`src/hw/rtl/assert_macros.svh`:
```
// assertion macros used by the rtl
`ifndef ASSERT_MACROS_SVH
`define ASSERT_MACROS_SVH

`ifndef NO_ASSERTIONS

`define UPS_ASSERT(label, clk, rst, expr) \
  label: assert property (@(posedge clk) disable iff (rst) (expr)) \
    else $error("assertion failed");

`define UPS_ASSERT_IMPL(label, clk, rst, ante, cons) \
  label: assert property (@(posedge clk) disable iff (rst) (ante) |-> (cons)) \
    else $error("assertion failed");

`define UPS_ASSERT_NEXT(label, clk, rst, ante, cons) \
  label: assert property (@(posedge clk) disable iff (rst) (ante) |=> (cons)) \
    else $error("assertion failed");

`else

`define UPS_ASSERT(label, clk, rst, expr)
`define UPS_ASSERT_IMPL(label, clk, rst, ante, cons)
`define UPS_ASSERT_NEXT(label, clk, rst, ante, cons)

`endif

`endif

```
`src/hw/rtl/ups_pkg.sv`:
```
// types and constants of the update packet sequencer
package ups_pkg;

  localparam int unsigned PACKET_BYTES_DEF = 64;
  localparam int unsigned PAGE_PACKETS_DEF = 8;

  localparam logic [15:0] FINAL_NUM = 16'hFFFF;
  localparam logic [15:0] FIRST_NUM = 16'h0001;

  localparam logic [15:0] REGION_BASE_RST = 16'h7000;
  localparam logic [15:0] FLASH_LIMIT_RST = 16'hFBFF;
  localparam logic [7:0]  TIMEOUT_RST     = 8'd10;
  localparam logic [7:0]  LAUNCH_RST      = 8'd3;

  localparam int unsigned CFG_IDX_W  = 2;
  localparam int unsigned CFG_DATA_W = 16;

  typedef enum logic {
    CMD_PACKET = 1'b0,
    CMD_TICK   = 1'b1
  } cmd_t;

  typedef enum logic [CFG_IDX_W-1:0] {
    REG_REGION_BASE   = 2'd0,
    REG_FLASH_LIMIT   = 2'd1,
    REG_TIMEOUT_TICKS = 2'd2,
    REG_LAUNCH_TICKS  = 2'd3
  } cfg_idx_t;

  typedef struct packed {
    logic [15:0] region_base;
    logic [15:0] flash_limit;
    logic [7:0]  timeout_ticks;
    logic [7:0]  launch_ticks;
  } cfg_t;

  typedef struct packed {
    logic [15:0] expected_num;
    logic        timer_on;
    logic [7:0]  tick_count;
    logic        launch_pending;
  } seq_state_t;

  typedef struct packed {
    logic        ack_valid;
    logic [15:0] ack_seq;
    logic        erase_req;
    logic [15:0] erase_addr;
    logic        write_req;
    logic [15:0] write_addr;
    logic        launch_update;
  } result_t;

endpackage

```
`src/hw/rtl/ups_if.sv`:
```
// handshake channels of the update packet sequencer
interface ups_item_if;
  logic        valid;
  logic        ready;
  logic        cmd;
  logic [15:0] packet_num;

  modport source (output valid, cmd, packet_num, input ready);
  modport sink (input valid, cmd, packet_num, output ready);
endinterface

interface ups_result_if;
  logic        valid;
  logic        ready;
  logic        ack_valid;
  logic [15:0] ack_seq;
  logic        erase_req;
  logic [15:0] erase_addr;
  logic        write_req;
  logic [15:0] write_addr;
  logic        launch_update;

  modport source (output valid, ack_valid, ack_seq, erase_req, erase_addr, write_req,
                  write_addr, launch_update, input ready);
  modport sink (input valid, ack_valid, ack_seq, erase_req, erase_addr, write_req,
                write_addr, launch_update, output ready);
endinterface

interface ups_cfg_if;
  logic        valid;
  logic        ready;
  logic [1:0]  index;
  logic [15:0] data;

  modport source (output valid, index, data, input ready);
  modport sink (input valid, index, data, output ready);
endinterface

```
`src/hw/rtl/ups_step.sv`:
```
// next state and result for one packet or tick
module ups_step #(
  parameter int unsigned PACKET_BYTES = 64,
  parameter int unsigned PAGE_PACKETS = 8,
  localparam int unsigned PW = (PAGE_PACKETS > 1) ? $clog2(PAGE_PACKETS) : 1
) (
  input  ups_pkg::cfg_t       cfg,
  input  ups_pkg::seq_state_t cur,
  input  logic [PW-1:0]       page_pos,
  input  logic                cmd,
  input  logic [15:0]         packet_num,
  output ups_pkg::seq_state_t nxt,
  output logic [PW-1:0]       page_pos_next,
  output ups_pkg::result_t    res
);
  import ups_pkg::*;

  localparam int unsigned PB_W = $clog2(PACKET_BYTES + 1);
  localparam int unsigned PROD_W = PB_W + 16;
  localparam logic [PW-1:0] POS_LAST = PW'(PAGE_PACKETS - 1);

  logic [15:0]       idx;
  logic [PROD_W-1:0] prod;
  logic [15:0]       slot_addr;
  logic              in_range;
  logic              normal;
  logic              final_pkt;
  logic [PW-1:0]     pos_inc;
  logic [7:0]        tick_inc;

  assign idx       = cur.expected_num - 16'd1;
  assign prod      = PROD_W'(idx) * PROD_W'(PACKET_BYTES);
  assign slot_addr = prod[15:0] + cfg.region_base;
  assign in_range  = slot_addr <= cfg.flash_limit;
  assign normal    = (packet_num == cur.expected_num) && (packet_num != FINAL_NUM);
  assign final_pkt = (packet_num == FINAL_NUM) && (cur.expected_num != FIRST_NUM);
  assign pos_inc   = (page_pos == POS_LAST) ? '0 : page_pos + PW'(1);
  assign tick_inc  = cur.tick_count + 8'd1;

  always_comb begin
    nxt           = cur;
    page_pos_next = page_pos;
    res           = '0;
    unique case (cmd_t'(cmd))
      CMD_PACKET: begin
        res.ack_valid  = 1'b1;
        nxt.tick_count = '0;
        if (normal || final_pkt) begin
          if (in_range) begin
            res.write_req  = 1'b1;
            res.write_addr = slot_addr;
            if (page_pos == '0) begin
              res.erase_req  = 1'b1;
              res.erase_addr = slot_addr;
            end
          end
          nxt.timer_on = 1'b1;
          if (normal) begin
            nxt.expected_num = cur.expected_num + 16'd1;
            page_pos_next    = pos_inc;
            res.ack_seq      = cur.expected_num + 16'd1;
          end else begin
            nxt.expected_num   = FIRST_NUM;
            page_pos_next      = '0;
            nxt.launch_pending = 1'b1;
            res.ack_seq        = FINAL_NUM;
          end
        end else begin
          nxt.timer_on = 1'b0;
          res.ack_seq  = cur.expected_num;
        end
      end
      CMD_TICK: begin
        if (cur.timer_on) begin
          nxt.tick_count = tick_inc;
          if (cur.tick_count > cfg.timeout_ticks) begin
            nxt.expected_num = FIRST_NUM;
            page_pos_next    = '0;
            nxt.timer_on     = 1'b0;
          end
          if (cur.launch_pending && (tick_inc > cfg.launch_ticks)) begin
            res.launch_update  = 1'b1;
            nxt.launch_pending = 1'b0;
            nxt.timer_on       = 1'b0;
          end
        end else begin
          nxt.tick_count = '0;
        end
      end
    endcase
  end

endmodule

```
`src/hw/rtl/update_packet_sequencer.sv`:
```
// top level of the update packet sequencer
// a result is valid in the cycle after its item transaction
// throughput: one item per cycle, stalled while a held result is not taken; the
// result register frees as its transaction completes; the state update and result
// come from a single step of logic between the state registers and the result register
// reset (synchronous): registers to defaults, expected number 1, result register empty
`include "assert_macros.svh"

module update_packet_sequencer #(
  parameter int unsigned PACKET_BYTES = ups_pkg::PACKET_BYTES_DEF,
  parameter int unsigned PAGE_PACKETS = ups_pkg::PAGE_PACKETS_DEF
) (
  input logic           clk,
  input logic           rst,
  ups_cfg_if.sink       cfg,
  ups_item_if.sink      item,
  ups_result_if.source  result
);
  import ups_pkg::*;

  localparam int unsigned PW = (PAGE_PACKETS > 1) ? $clog2(PAGE_PACKETS) : 1;

  cfg_t          regs;
  seq_state_t    state;
  seq_state_t    state_next;
  logic [PW-1:0] page_pos;
  logic [PW-1:0] page_pos_next;
  result_t       res_next;
  result_t       res;
  logic          res_valid;
  logic          item_fire;

  assign cfg.ready  = 1'b1;
  assign item.ready = !res_valid || result.ready;
  assign item_fire  = item.valid && item.ready;

  always_ff @(posedge clk) begin
    if (rst) begin
      regs.region_base   <= REGION_BASE_RST;
      regs.flash_limit   <= FLASH_LIMIT_RST;
      regs.timeout_ticks <= TIMEOUT_RST;
      regs.launch_ticks  <= LAUNCH_RST;
    end else if (cfg.valid) begin
      unique case (cfg_idx_t'(cfg.index))
        REG_REGION_BASE:   regs.region_base   <= cfg.data;
        REG_FLASH_LIMIT:   regs.flash_limit   <= cfg.data;
        REG_TIMEOUT_TICKS: regs.timeout_ticks <= cfg.data[7:0];
        REG_LAUNCH_TICKS:  regs.launch_ticks  <= cfg.data[7:0];
      endcase
    end
  end

  ups_step #(
    .PACKET_BYTES (PACKET_BYTES),
    .PAGE_PACKETS (PAGE_PACKETS)
  ) u_step (
    .cfg           (regs),
    .cur           (state),
    .page_pos      (page_pos),
    .cmd           (item.cmd),
    .packet_num    (item.packet_num),
    .nxt           (state_next),
    .page_pos_next (page_pos_next),
    .res           (res_next)
  );

  always_ff @(posedge clk) begin
    if (rst) begin
      state.expected_num   <= FIRST_NUM;
      state.timer_on       <= 1'b0;
      state.tick_count     <= '0;
      state.launch_pending <= 1'b0;
      page_pos             <= '0;
      res_valid            <= 1'b0;
    end else begin
      if (item_fire) begin
        state    <= state_next;
        page_pos <= page_pos_next;
      end
      if (item_fire) begin
        res_valid <= 1'b1;
      end else if (result.ready) begin
        res_valid <= 1'b0;
      end
    end
  end

  always_ff @(posedge clk) begin
    if (item_fire) begin
      res <= res_next;
    end
  end

  assign result.valid         = res_valid;
  assign result.ack_valid     = res.ack_valid;
  assign result.ack_seq       = res.ack_seq;
  assign result.erase_req     = res.erase_req;
  assign result.erase_addr    = res.erase_addr;
  assign result.write_req     = res.write_req;
  assign result.write_addr    = res.write_addr;
  assign result.launch_update = res.launch_update;

  `UPS_ASSERT(a_expected_nonzero, clk, rst, state.expected_num != 16'd0)
  `UPS_ASSERT(a_page_pos_range, clk, rst, 32'(page_pos) < PAGE_PACKETS)
  `UPS_ASSERT_NEXT(a_item_gives_result, clk, rst, item_fire, res_valid)
  `UPS_ASSERT_IMPL(a_erase_with_write, clk, rst, res_valid && res.erase_req, res.write_req && (res.erase_addr == res.write_addr))
  `UPS_ASSERT_IMPL(a_launch_on_tick, clk, rst, res_valid && res.launch_update, !res.ack_valid && !res.write_req)

endmodule

```
`src/flat_wrapper.sv`:
```
// flat-port wrapper written by rule: the top's interface ports become plain ports
module update_packet_sequencer_flat import ups_pkg::*;
#(
  parameter int unsigned PACKET_BYTES = ups_pkg::PACKET_BYTES_DEF,
  parameter int unsigned PAGE_PACKETS = ups_pkg::PAGE_PACKETS_DEF
)
  (clk, rst, cfg_valid, cfg_index, cfg_data, cfg_ready, item_valid, item_cmd, item_packet_num, item_ready, result_valid, result_ack_valid, result_ack_seq, result_erase_req, result_erase_addr, result_write_req, result_write_addr, result_launch_update, result_ready);
  ups_cfg_if cfg_i ();
  ups_item_if item_i ();
  ups_result_if result_i ();
  input logic clk;
  input logic rst;
  input wire logic [$bits(cfg_i.valid)-1:0] cfg_valid;
  input wire logic [$bits(cfg_i.index)-1:0] cfg_index;
  input wire logic [$bits(cfg_i.data)-1:0] cfg_data;
  output wire logic [$bits(cfg_i.ready)-1:0] cfg_ready;
  input wire logic [$bits(item_i.valid)-1:0] item_valid;
  input wire logic [$bits(item_i.cmd)-1:0] item_cmd;
  input wire logic [$bits(item_i.packet_num)-1:0] item_packet_num;
  output wire logic [$bits(item_i.ready)-1:0] item_ready;
  output wire logic [$bits(result_i.valid)-1:0] result_valid;
  output wire logic [$bits(result_i.ack_valid)-1:0] result_ack_valid;
  output wire logic [$bits(result_i.ack_seq)-1:0] result_ack_seq;
  output wire logic [$bits(result_i.erase_req)-1:0] result_erase_req;
  output wire logic [$bits(result_i.erase_addr)-1:0] result_erase_addr;
  output wire logic [$bits(result_i.write_req)-1:0] result_write_req;
  output wire logic [$bits(result_i.write_addr)-1:0] result_write_addr;
  output wire logic [$bits(result_i.launch_update)-1:0] result_launch_update;
  input wire logic [$bits(result_i.ready)-1:0] result_ready;
  assign cfg_i.valid = cfg_valid;
  assign cfg_i.index = cfg_index;
  assign cfg_i.data = cfg_data;
  assign cfg_ready = cfg_i.ready;
  assign item_i.valid = item_valid;
  assign item_i.cmd = item_cmd;
  assign item_i.packet_num = item_packet_num;
  assign item_ready = item_i.ready;
  assign result_valid = result_i.valid;
  assign result_ack_valid = result_i.ack_valid;
  assign result_ack_seq = result_i.ack_seq;
  assign result_erase_req = result_i.erase_req;
  assign result_erase_addr = result_i.erase_addr;
  assign result_write_req = result_i.write_req;
  assign result_write_addr = result_i.write_addr;
  assign result_launch_update = result_i.launch_update;
  assign result_i.ready = result_ready;
  update_packet_sequencer #(.PACKET_BYTES(PACKET_BYTES), .PAGE_PACKETS(PAGE_PACKETS)) u_core (.clk(clk), .rst(rst), .cfg(cfg_i), .item(item_i), .result(result_i));
endmodule
```
`config.mk`:
```
export PLATFORM = sky130hd
export DESIGN_NAME = update_packet_sequencer_flat
export DESIGN_NICKNAME = d
export VERILOG_FILES = /design/src/hw/rtl/ups_pkg.sv /design/src/hw/rtl/ups_if.sv /design/src/hw/rtl/ups_step.sv /design/src/hw/rtl/update_packet_sequencer.sv /design/src/flat_wrapper.sv
export VERILOG_INCLUDE_DIRS = /design/src /design/src/hw/rtl
export SDC_FILE = /design/constraint.sdc
export NUM_CORES = 1
export LEC_CHECK = 0
export BUFFER_PORTS_ARGS = -buffer_cell sky130_fd_sc_hd__buf_2
export CAP_MARGIN = 30
export CORE_ASPECT_RATIO = 0.9
export CORE_MARGIN = 2
export CORE_UTILIZATION = 45
export DETAILED_ROUTE_END_ITERATION = 7
export PLACE_DENSITY = 0.77
export REMOVE_ABC_BUFFERS = 1
export SLEW_MARGIN = 20
export SYNTH_ARGS = -nofsm -noshare
export SYNTH_HDL_FRONTEND = slang
export SYNTH_SLANG_ARGS = --single-unit
```
`constraint.sdc`:
```
create_clock -name clk -period 9.04 [get_ports clk]
set_input_delay 2.26 -clock clk [delete_from_list [all_inputs] [get_ports clk]]
set_output_delay 2.26 -clock clk [all_outputs]
set_load 0.005 [all_outputs]
```
Word level (Yosys, flattened, before mapping)
Cells that the tools add are included.
- memories: 0
- RAM bits: 0
- input bits: 40
- word-level logic and storage cells: 89
- flip-flop bits (word level): 130
- output and inout bits: 55
- bits in read-only memories: 0
- bits in latches: 0
- reductions and logical operators: 20
- mux-type cells: 27
- shift operators: 0
- eq/ne operators: 13
- multipliers: 0
- add/sub/neg operators: 5
- bitwise operators: 4
- magnitude comparators: 3
- divide/modulo/power cells: 0
- operators by type and width (kind ; number):
    $mux 34 ; 2
    $mux 16 ; 4
    $pmux 26 s2 ; 1
    $mux 17 ; 3
    $mux 51 ; 1
    $add 16x1->16 const B ; 1
    $add 16x16->16 ; 1
    $eq 16x16->1 ; 1
    $eq 16x16->1 const B ; 1
    $gt 8x8->1 ; 2
    $le 16x16->1 ; 1
    $ne 16x1->1 const B ; 1
    $ne 16x16->1 const B ; 1
    $mux 3 ; 5
    $reduce_and 2->1 ; 5
    $sub 10x1->10 const B ; 1
    $mux 1 ; 9
    $add 8x1->8 const B ; 1
    $mux 8 ; 1
    $ne 2x1->1 const B ; 3
    $pmux 3 s2 ; 1
    $reduce_and 5->1 ; 1
    $eq 2x2->1 const B ; 2
    $logic_and 1x1->1 ; 4
    other kinds (14) ; 19

Depth between registers and ports, before layout
Gate-level depths: netlist of run 1.
- depth in word-level cells: 6
- mapped depth: 22
- depth with buffers taken out: 20

Hierarchy
A second synthesis of run 1 with hierarchy kept.
- cell total of the unflattened synthesis: 856
- area total of the unflattened synthesis: 7634.8 um2
- modules (own cells, without submodules) (module ; seq. area each (um2) ; area an instance (um2) ; cells an instance ; instances):
    update_packet_sequencer ; 3123.0 ; 4571.9 ; 394 ; 1
    ups_step ; 0.0 ; 3062.9 ; 462 ; 1

Worst setup path before layout of run 1
Ideal clock, no wire load.
- path kind: input port to flip-flop
- start point: input port result_ready
- end point: register u_core.state[14] (netlist bit)
- slack: 4.105 ns
- required time: 8.960 ns
- setup time: 0.080 ns
- arrival time: 4.855 ns
- cell stages on the path: 7
- cells stage by stage: nand2b_1 -> nand2_1 -> inv_1 -> clkbuf_1 -> buf_1 -> a31oi_1 -> a31oi_1
- longest elaborated chain between the ends: 3
- RTL lines (item ; line ; source):
    start, declared ; flat_wrapper.sv:29 ; input wire logic [$bits(result_i.ready)-1:0] result_ready;
    $logic_or 1x1->1 ; update_packet_sequencer.sv:34 ; assign item.ready = !res_valid || result.ready;
    $logic_and 1x1->1 ; update_packet_sequencer.sv:35 ; assign item_fire = item.valid && item.ready;
    via u_core.item_fire ; update_packet_sequencer.sv:31 ; logic item_fire;
    $reduce_and 4->1 (no line) ; -- ;
    end signal, assigned ; update_packet_sequencer.sv:77 ; state <= state_next;
    end, declared ; update_packet_sequencer.sv:24 ; seq_state_t state;
The timed path passes the listed nets, and every way through them passes these cells.
A chain may end at the register's enable or synchronous reset.

Final worst setup path of run 1
- start point: register u_core.state[10] (netlist bit)
- end point: register u_core.res (netlist bit u_core.result.write_addr[5]) (data pin)
- longest elaborated chain between the ends: 5
- RTL lines (item ; line ; source):
    $sub 10x1->10 ; ups_step.sv:31 ; assign idx = cur.expected_num - 16'd1;
    $add 16x16->16 ; ups_step.sv:33 ; assign slot_addr = prod[15:0] + cfg.region_base;
    via u_core.u_step.slot_addr[14] ; ups_step.sv:24 ; logic [15:0] slot_addr;
    $le 16x16->1 ; ups_step.sv:34 ; assign in_range = slot_addr <= cfg.flash_limit;
    $not 1->1 (no line) ; -- ;
    $reduce_or 3->1 (no line) ; -- ;
    end signal, assigned ; update_packet_sequencer.sv:90 ; res <= res_next;
    end, declared ; update_packet_sequencer.sv:29 ; result_t res;
The timed path passes the listed nets, and every way through them passes these cells.

==> flow_summary.toml, run 1 <==
[global_routing]
grt_pass1_wl_um = 27000
grt_pass1_vias = 5604
grt_max_degree = 72
antenna_found_initial = 0
grt_overflow = 0
grt_usage = 0.204

[cells_and_area]
drive_gt1_frac = 0.165
nets = 960
area_growth_pct = 15.8
num-fill-cells = 1430
final_util = 0.534
n_antenna_cell = 0

[critical_path]
r2r_slack_ns = 3.95
critPathRequiredTime_ns = 9.33
worstReg2RegStart = "u_core.state[10]"
crit_fanout = 19
reg2reg_depth = 18
end_kind = "register"
cpPeakStageDelay_ns = 0.61
startpoint = "u_core.state[10]"
critical_path.cell_chain = "inv_1 > ha_1 > inv_1 > fa_1 > a21o_1 > a21oi_1 > o21ai_0 > o41ai_1 > xor2_1 > inv_1 > ha_1 > a211oi_1 > nor2_1 > a2111oi_2 > a21oi_1 > or3_1 > inv_2 > and2_1"
cp_common_cell = "inv_1"
critPathKind = "reg2reg"
arrival_ns = 5.38
slowest_stage = "or3_1"
cp-start-kind = "register"
rr_endpoint = "u_core.result.write_addr[5]"

[floorplan]
row_count = 43
die_w_um = 137
die_area_mm2 = 0.0169
core_mm2 = 0.0155
die_y_um = 124
start_util = 0.462
ios = 95

[drt]
drt_wl_total_um = 16600
drt_iter0_markers = 557
ant_nets = 0
viasPerCell = 5.48
via_count = 5954
drc = 0
wire_per_inst_um = 15.3
drtPass1Iterations = 5

[sta]
fmax_mhz = 197
report.final.slew_viol_count = 0
hold_viol_final = 0
final-setup-viol-count = 0
post-route-period-util = 0.563
skew_ns = 0.00641
worst_slew_pin_slew_ns = 0.862
slew-limit-headroom = 0.425
rsz0062_at_grt = "no"
fin_setup_tns_ns = 0
post-route-min-period_ns = 5.09

[placed_design]
gp_congestion = 0.891
portBuffers = 93
dp.final_hpwl_um = 11700

[min_path]
whs_path_depth = 2
hold_path.startpoint = "u_core.regs[32]"
hp-class = "reg2reg"
hold_path_end = "u_core.regs[32]"

[clocking]
tritoncts = "built"
clk_path_buf_depth = 2
cts_made_buffers = 17
cts_sinks = 130
post_cts_resized = 0
post_cts_buffers = 0
cts-hold-fix-buffers = 0
htree_levels = 4
cts_root_buffer = "clkbuf_16"
worstSkewPairLatency_ns = 0.42
clk_pin_slew_worst_paths_ns = 0.05

[logic_synthesis]
netlist_instances = 798
ys_async_sr_fraction = 0
avgSynthCellArea_um2 = 8.96
yosysUniqueCellTypes = 66
synth-edff-count = 52
ys_seq_area_frac = 0.437
synth.ff_latch_count = 130
synth_flop_cell = "dfxtp_1"
netlist_area_mm2 = 0.00715
yosys_warnings = 0

[pwr]
seq_power_share = 0.460
max-vdd-ir-drop_mv = 0.153
comb_power_share = 0.069
power_density_mw_per_mm2 = 167
p_sw_frac = 0.229
total_leakage_power_nw = 3.64
intPower_mw = 1.07
pwr-share-clk = 0.470
power_switching_mw = 0.318

[job]
drv_cap = 0

[status]
status = "finished clean"
==> per-stage QoR <==
stage	instances	hold WS (ns)	power [mW]	instance area, um2	setup slack (ns)
6_report	1086	0.458	1.38	8280	3.95
5_1_grt	1086	0.481	1.43	8280	3.62
3_5_place_dp	1052	0.450	0.744	7700	4.01
3_3_place_gp	1050	0.443	0.742	7680	4.05
4_1_cts	1084	0.458	1.40	8260	4.00
2_1_floorplan	753	0.430	0.698	6940	4.08
==> logic make-up (layout without fill, tap and decap cells) <==
| group | count (synthesis) | in the layout | synth area share |
|---|---|---|---|
| flip-flops | 130 | 130 | 0.437 |
| AO/OA/AOI/OAI | 140 | 140 | 0.127 |
| XOR/XNOR | 42 | 42 | 0.0514 |
| other | 1 | 1 | 0.000524 |
| multiplexers | 6 | 6 | 0.00857 |
| adder cells (fa/ha/maj) | 49 | 49 | 0.0868 |
| AND/OR/NAND/NOR | 329 | 329 | 0.229 |
| buffers and inverters | 101 | 187 | 0.0595 |
==> sequential cells by signal, indices dropped and copies added, names as in the netlist <==
register / count
u_core.regs: 48
u_core.state: 26
u_core.result.ack_seq: 16
u_core.result.erase_addr: 16
u_core.result.write_addr: 16
u_core.page_pos: 3
u_core.result.ack_valid: 1
u_core.result.erase_req: 1
u_core.result.launch_update: 1
u_core.result.valid: 1
u_core.result.write_req: 1
==> cells in the final DEF, fill, tap and decap left out, types with 5 or more instances in the layout <==
master	n
a211o_1	6
nand3_1	23
ha_1	48
nand2_1	133
o21ai_0	16
a21o_1	6
buf_2	93
mux2i_1	5
inv_1	53
clkbuf_16	17
nor2_1	43
clkinv_2	5
nor4_1	7
dfxtp_1	78
and2_1	20
nand4_1	14
a211oi_1	7
and3_1	11
a31oi_1	20
edfxtp_1	52
nand3b_1	23
xnor2_1	20
a21oi_1	52
nor3_1	19
nand2b_1	12
xor2_1	22
==> critical path, delay by kind of cell, from the launching register on <==
family / cells / cell delay (ns)
flip-flops: 1 / 0.56
XOR/XNOR: 1 / 0.32
AND/OR/NAND/NOR: 3 / 0.87
buffers and inverters: 4 / 0.57
AO/OA/AOI/OAI: 7 / 1.68
adder cells (fa/ha/maj): 3 / 0.96
==> Yosys cell counts (22+ instances only) <==
cell | instances | area [um2]
edfxtp_1 | 52 | 1560
a21oi_1 | 52 | 260
nand2_1 | 133 | 499
clkbuf_1 | 23 | 86.3
ha_1 | 48 | 601
nor2_1 | 43 | 161
xor2_1 | 22 | 193
nand3b_1 | 23 | 173
nand3_1 | 23 | 115
inv_1 | 54 | 203
dfxtp_1 | 78 | 1560
==> power groups by stage <==
stage	Combinational [mW]	Sequential (mW)	Clock, mW
2_1_floorplan	0.0478	0.650	0
3_5_place_dp	0.0950	0.649	0
5_1_grt	0.108	0.639	0.685
4_1_cts	0.0961	0.637	0.662
6_report	0.0961	0.637	0.652
3_3_place_gp	0.0925	0.649	0
==> layer usage <==
| metal | routed length, um | vias up | global-route usage |
|---|---|---|---|
| met4 | 301 | 0 | 0.0793 |
| met2 | 7800 | 194 | 0.332 |
| met5 | 0 | - | 0 |
| li1 | - | 2926 | - |
| met3 | 1090 | 35 | 0.0521 |
| met1 | 7400 | 2799 | 0.263 |
==> worst max path at each step <==
stage,end,cells after the start
after floorplan,u_core.state[10],6
after global placement,u_core.result.write_addr[4],18
after detailed placement,u_core.result.write_addr[5],18
after CTS,u_core.result.write_addr[5],18
after global routing,u_core.result.write_addr[1],18
final,u_core.result.write_addr[5],18
==> final cells by class <==
class                      instances  area, um2  area share
inverter                          56        210      0.0254
timing repair buffer              99        526      0.0635
tap                              202        253      0.0305
clock buffer                      20        437      0.0527
sequential                       130       3120       0.377
clock inverter                    12        118      0.0142
multi-input combinational        567       3620       0.437
No activity file was read; power rests on OpenSTA's default activity.
==> inputs of run 2 (changes only) <==
==> constraint.sdc (replaced) <==
create_clock -name clk -period 5 [get_ports clk]
set_input_delay 1.25 -clock clk [delete_from_list [all_inputs] [get_ports clk]]
set_output_delay 1.25 -clock clk [all_outputs]
set_load 0.005 [all_outputs]
==> run 2 against run 1 <==
Effect of this change: first-iteration DRC count fell by 15%; clock power rose by 78%; clock skew rose by 0.0017 ns; sequential share of layout area did not move; sequential power rose by 81%; fmax rose by 9.3%; register-to-register slack got worse by 3.6 ns; global-route usage fell by 0.63 points; cell count rose by 0.18%; critical endpoint is now u_core.result.erase_addr[4]; largest cell class unchanged.
==> flow_summary.toml, run 2 (synthesized netlist as in run 1, its figures left out) <==
[status]
status = "finished clean"

[floorplan]
ios = 95
core_mm2 = 0.0155
die_w_um = 137
die_y_um = 124
start_util = 0.462
die_area_mm2 = 0.0169
row_count = 43

[clocking]
worstSkewPairLatency_ns = 0.42
clk_pin_slew_worst_paths_ns = 0.06
cts-hold-fix-buffers = 0
htree_levels = 4
cts_sinks = 130
cts_root_buffer = "clkbuf_16"
tritoncts = "built"
cts_made_buffers = 17
clk_path_buf_depth = 2

[sta]
worst_slew_pin_slew_ns = 0.881
post-route-min-period_ns = 4.66
whs_ns = 0.457
skew_ns = 0.00806
hold_viol_final = 0
postLayoutSetupSlackWorst_ns = 0.343
slew-limit-headroom = 0.413
report.final.slew_viol_count = 0
fin_setup_tns_ns = 0
final-setup-viol-count = 0
fmax_mhz = 215
post-route-period-util = 0.931

[critical_path]
critPathKind = "reg2reg"
worstReg2RegStart = "u_core.state[11]"
crit_path_end = "u_core.result.erase_addr[4]"
end_kind = "register"
startpoint = "u_core.state[11]"
reg2reg_depth = 17
rr_endpoint = "u_core.result.erase_addr[4]"
r2r_slack_ns = 0.34
cp-start-kind = "register"
crit_fanout = 8
arrival_ns = 4.95
critPathRequiredTime_ns = 5.29

[cells_and_area]
mostFrequentLayoutCells = "nand2_1 (133), buf_2 (93), dfxtp_1 (78)"
final_common_cell = "nand2_1"
regMostFlops = "u_core.regs"
drive_gt1_frac = 0.170
reg_top3 = "u_core.regs x48, u_core.state x26"
num-fill-cells = 1409
instances_no_fill = 1088
nets = 962
n_antenna_cell = 0
largest_register_ffs = 48
area_growth_pct = 15.8

[drt]
drt_wl_total_um = 16500
ant_nets = 0
viasPerCell = 5.48
drc = 0
wire_per_inst_um = 15.2
drtPass1Iterations = 7
drt_iter0_markers = 473
via_count = 5967

[pwr]
p_total_mw = 2.49
total_leakage_power_nw = 3.62
max-vdd-ir-drop_mv = 0.233
power_density_mw_per_mm2 = 301

[global_routing]
grt_max_degree = 51
grt_usage = 0.198
grt_pass1_wl_um = 26000
grt_overflow = 0
antenna_found_initial = 0
grt_pass1_vias = 5301

[placed_design]
gp_congestion = 0.966
post-place-cells = 1056
pre_cts_ws_ns = 0.341
portBuffers = 93
dp.final_hpwl_um = 11800

[job]
drv_cap = 0

[min_path]
hp-class = "reg2reg"
## run 2: cell count changes in the layout (fill, tap and decap cells not counted), moves of 2 or more
cell,previous run,this run
clkinvlp_4,1,4
buf_6,2,0
buf_4,3,8
clkinv_2,5,2
clkbuf_1,3,1
## run 2: where the power goes
part	leakage [nW]	switching [mW]	internal, mW
Combinational	2.20	0.108	0.0667
Sequential	1.16	0.0144	1.14
Clock	0.260	0.470	0.693
## run 2: routing by layer
metal / part of all wire / up-vias / GRT usage
li1: - / 2944 / -
met1: 0.45 / 2782 / 0.265
met2: 0.46 / 212 / 0.313
met3: 0.067 / 29 / 0.0460
met4: 0.021 / 0 / 0.0773
met5: 0 / - / 0
## run 2: worst min-delay path by stage
stage	end	cells past startpoint	slack, ns	start
finish	u_core.regs[32]	2	0.46	u_core.regs[32]
floorplan	u_core.regs[10]	2	0.43	u_core.regs[10]
global placement	u_core.regs[32]	2	0.44	u_core.regs[32]
detailed placement	u_core.regs[32]	2	0.45	u_core.regs[32]
CTS	u_core.regs[32]	2	0.46	u_core.regs[32]
global route	u_core.regs[32]	2	0.47	u_core.regs[32]
## run 2: repair_timing
action                                  in CTS  in global routing
endpoints found under the hold margin        0                  0
setup buffers                                0                  0
resized for setup                            0                  1
endpoints found under the setup margin       0                 16
## run 2: metrics by stage
| stage | instance area (um2) | util |
|---|---|---|
| global route | 8280 | 0.534 |
| finish | 8280 | 0.534 |
| floorplan | 6940 | - |
| global placement | 7710 | 0.497 |
| detailed placement | 7720 | 0.498 |
| CTS | 8280 | 0.534 |
## run 2: cell type report
type	instances	area, um2	share of cell area
clock buffer	19	443	0.0535
clock inverter	13	113	0.0136
inverter	56	210	0.0254
multi-input combinational	567	3610	0.436
sequential	130	3120	0.377
tap	202	253	0.0305
timing repair buffer	101	526	0.0635
## run 2: critical path, stage by stage (launching register included)
cell       delay (ns)
dfxtp_1          0.48
inv_1            0.14
ha_1             0.31
inv_1            0.08
fa_1             0.44
a21o_1           0.20
a21oi_1          0.23
o21ai_0          0.17
o41ai_1          0.34
xor2_1           0.27
inv_1            0.08
ha_1             0.29
o21ai_0          0.23
nor2_1           0.09
a2111oi_2        0.24
a21oi_1          0.15
nor4_2           0.57
and2_1           0.21
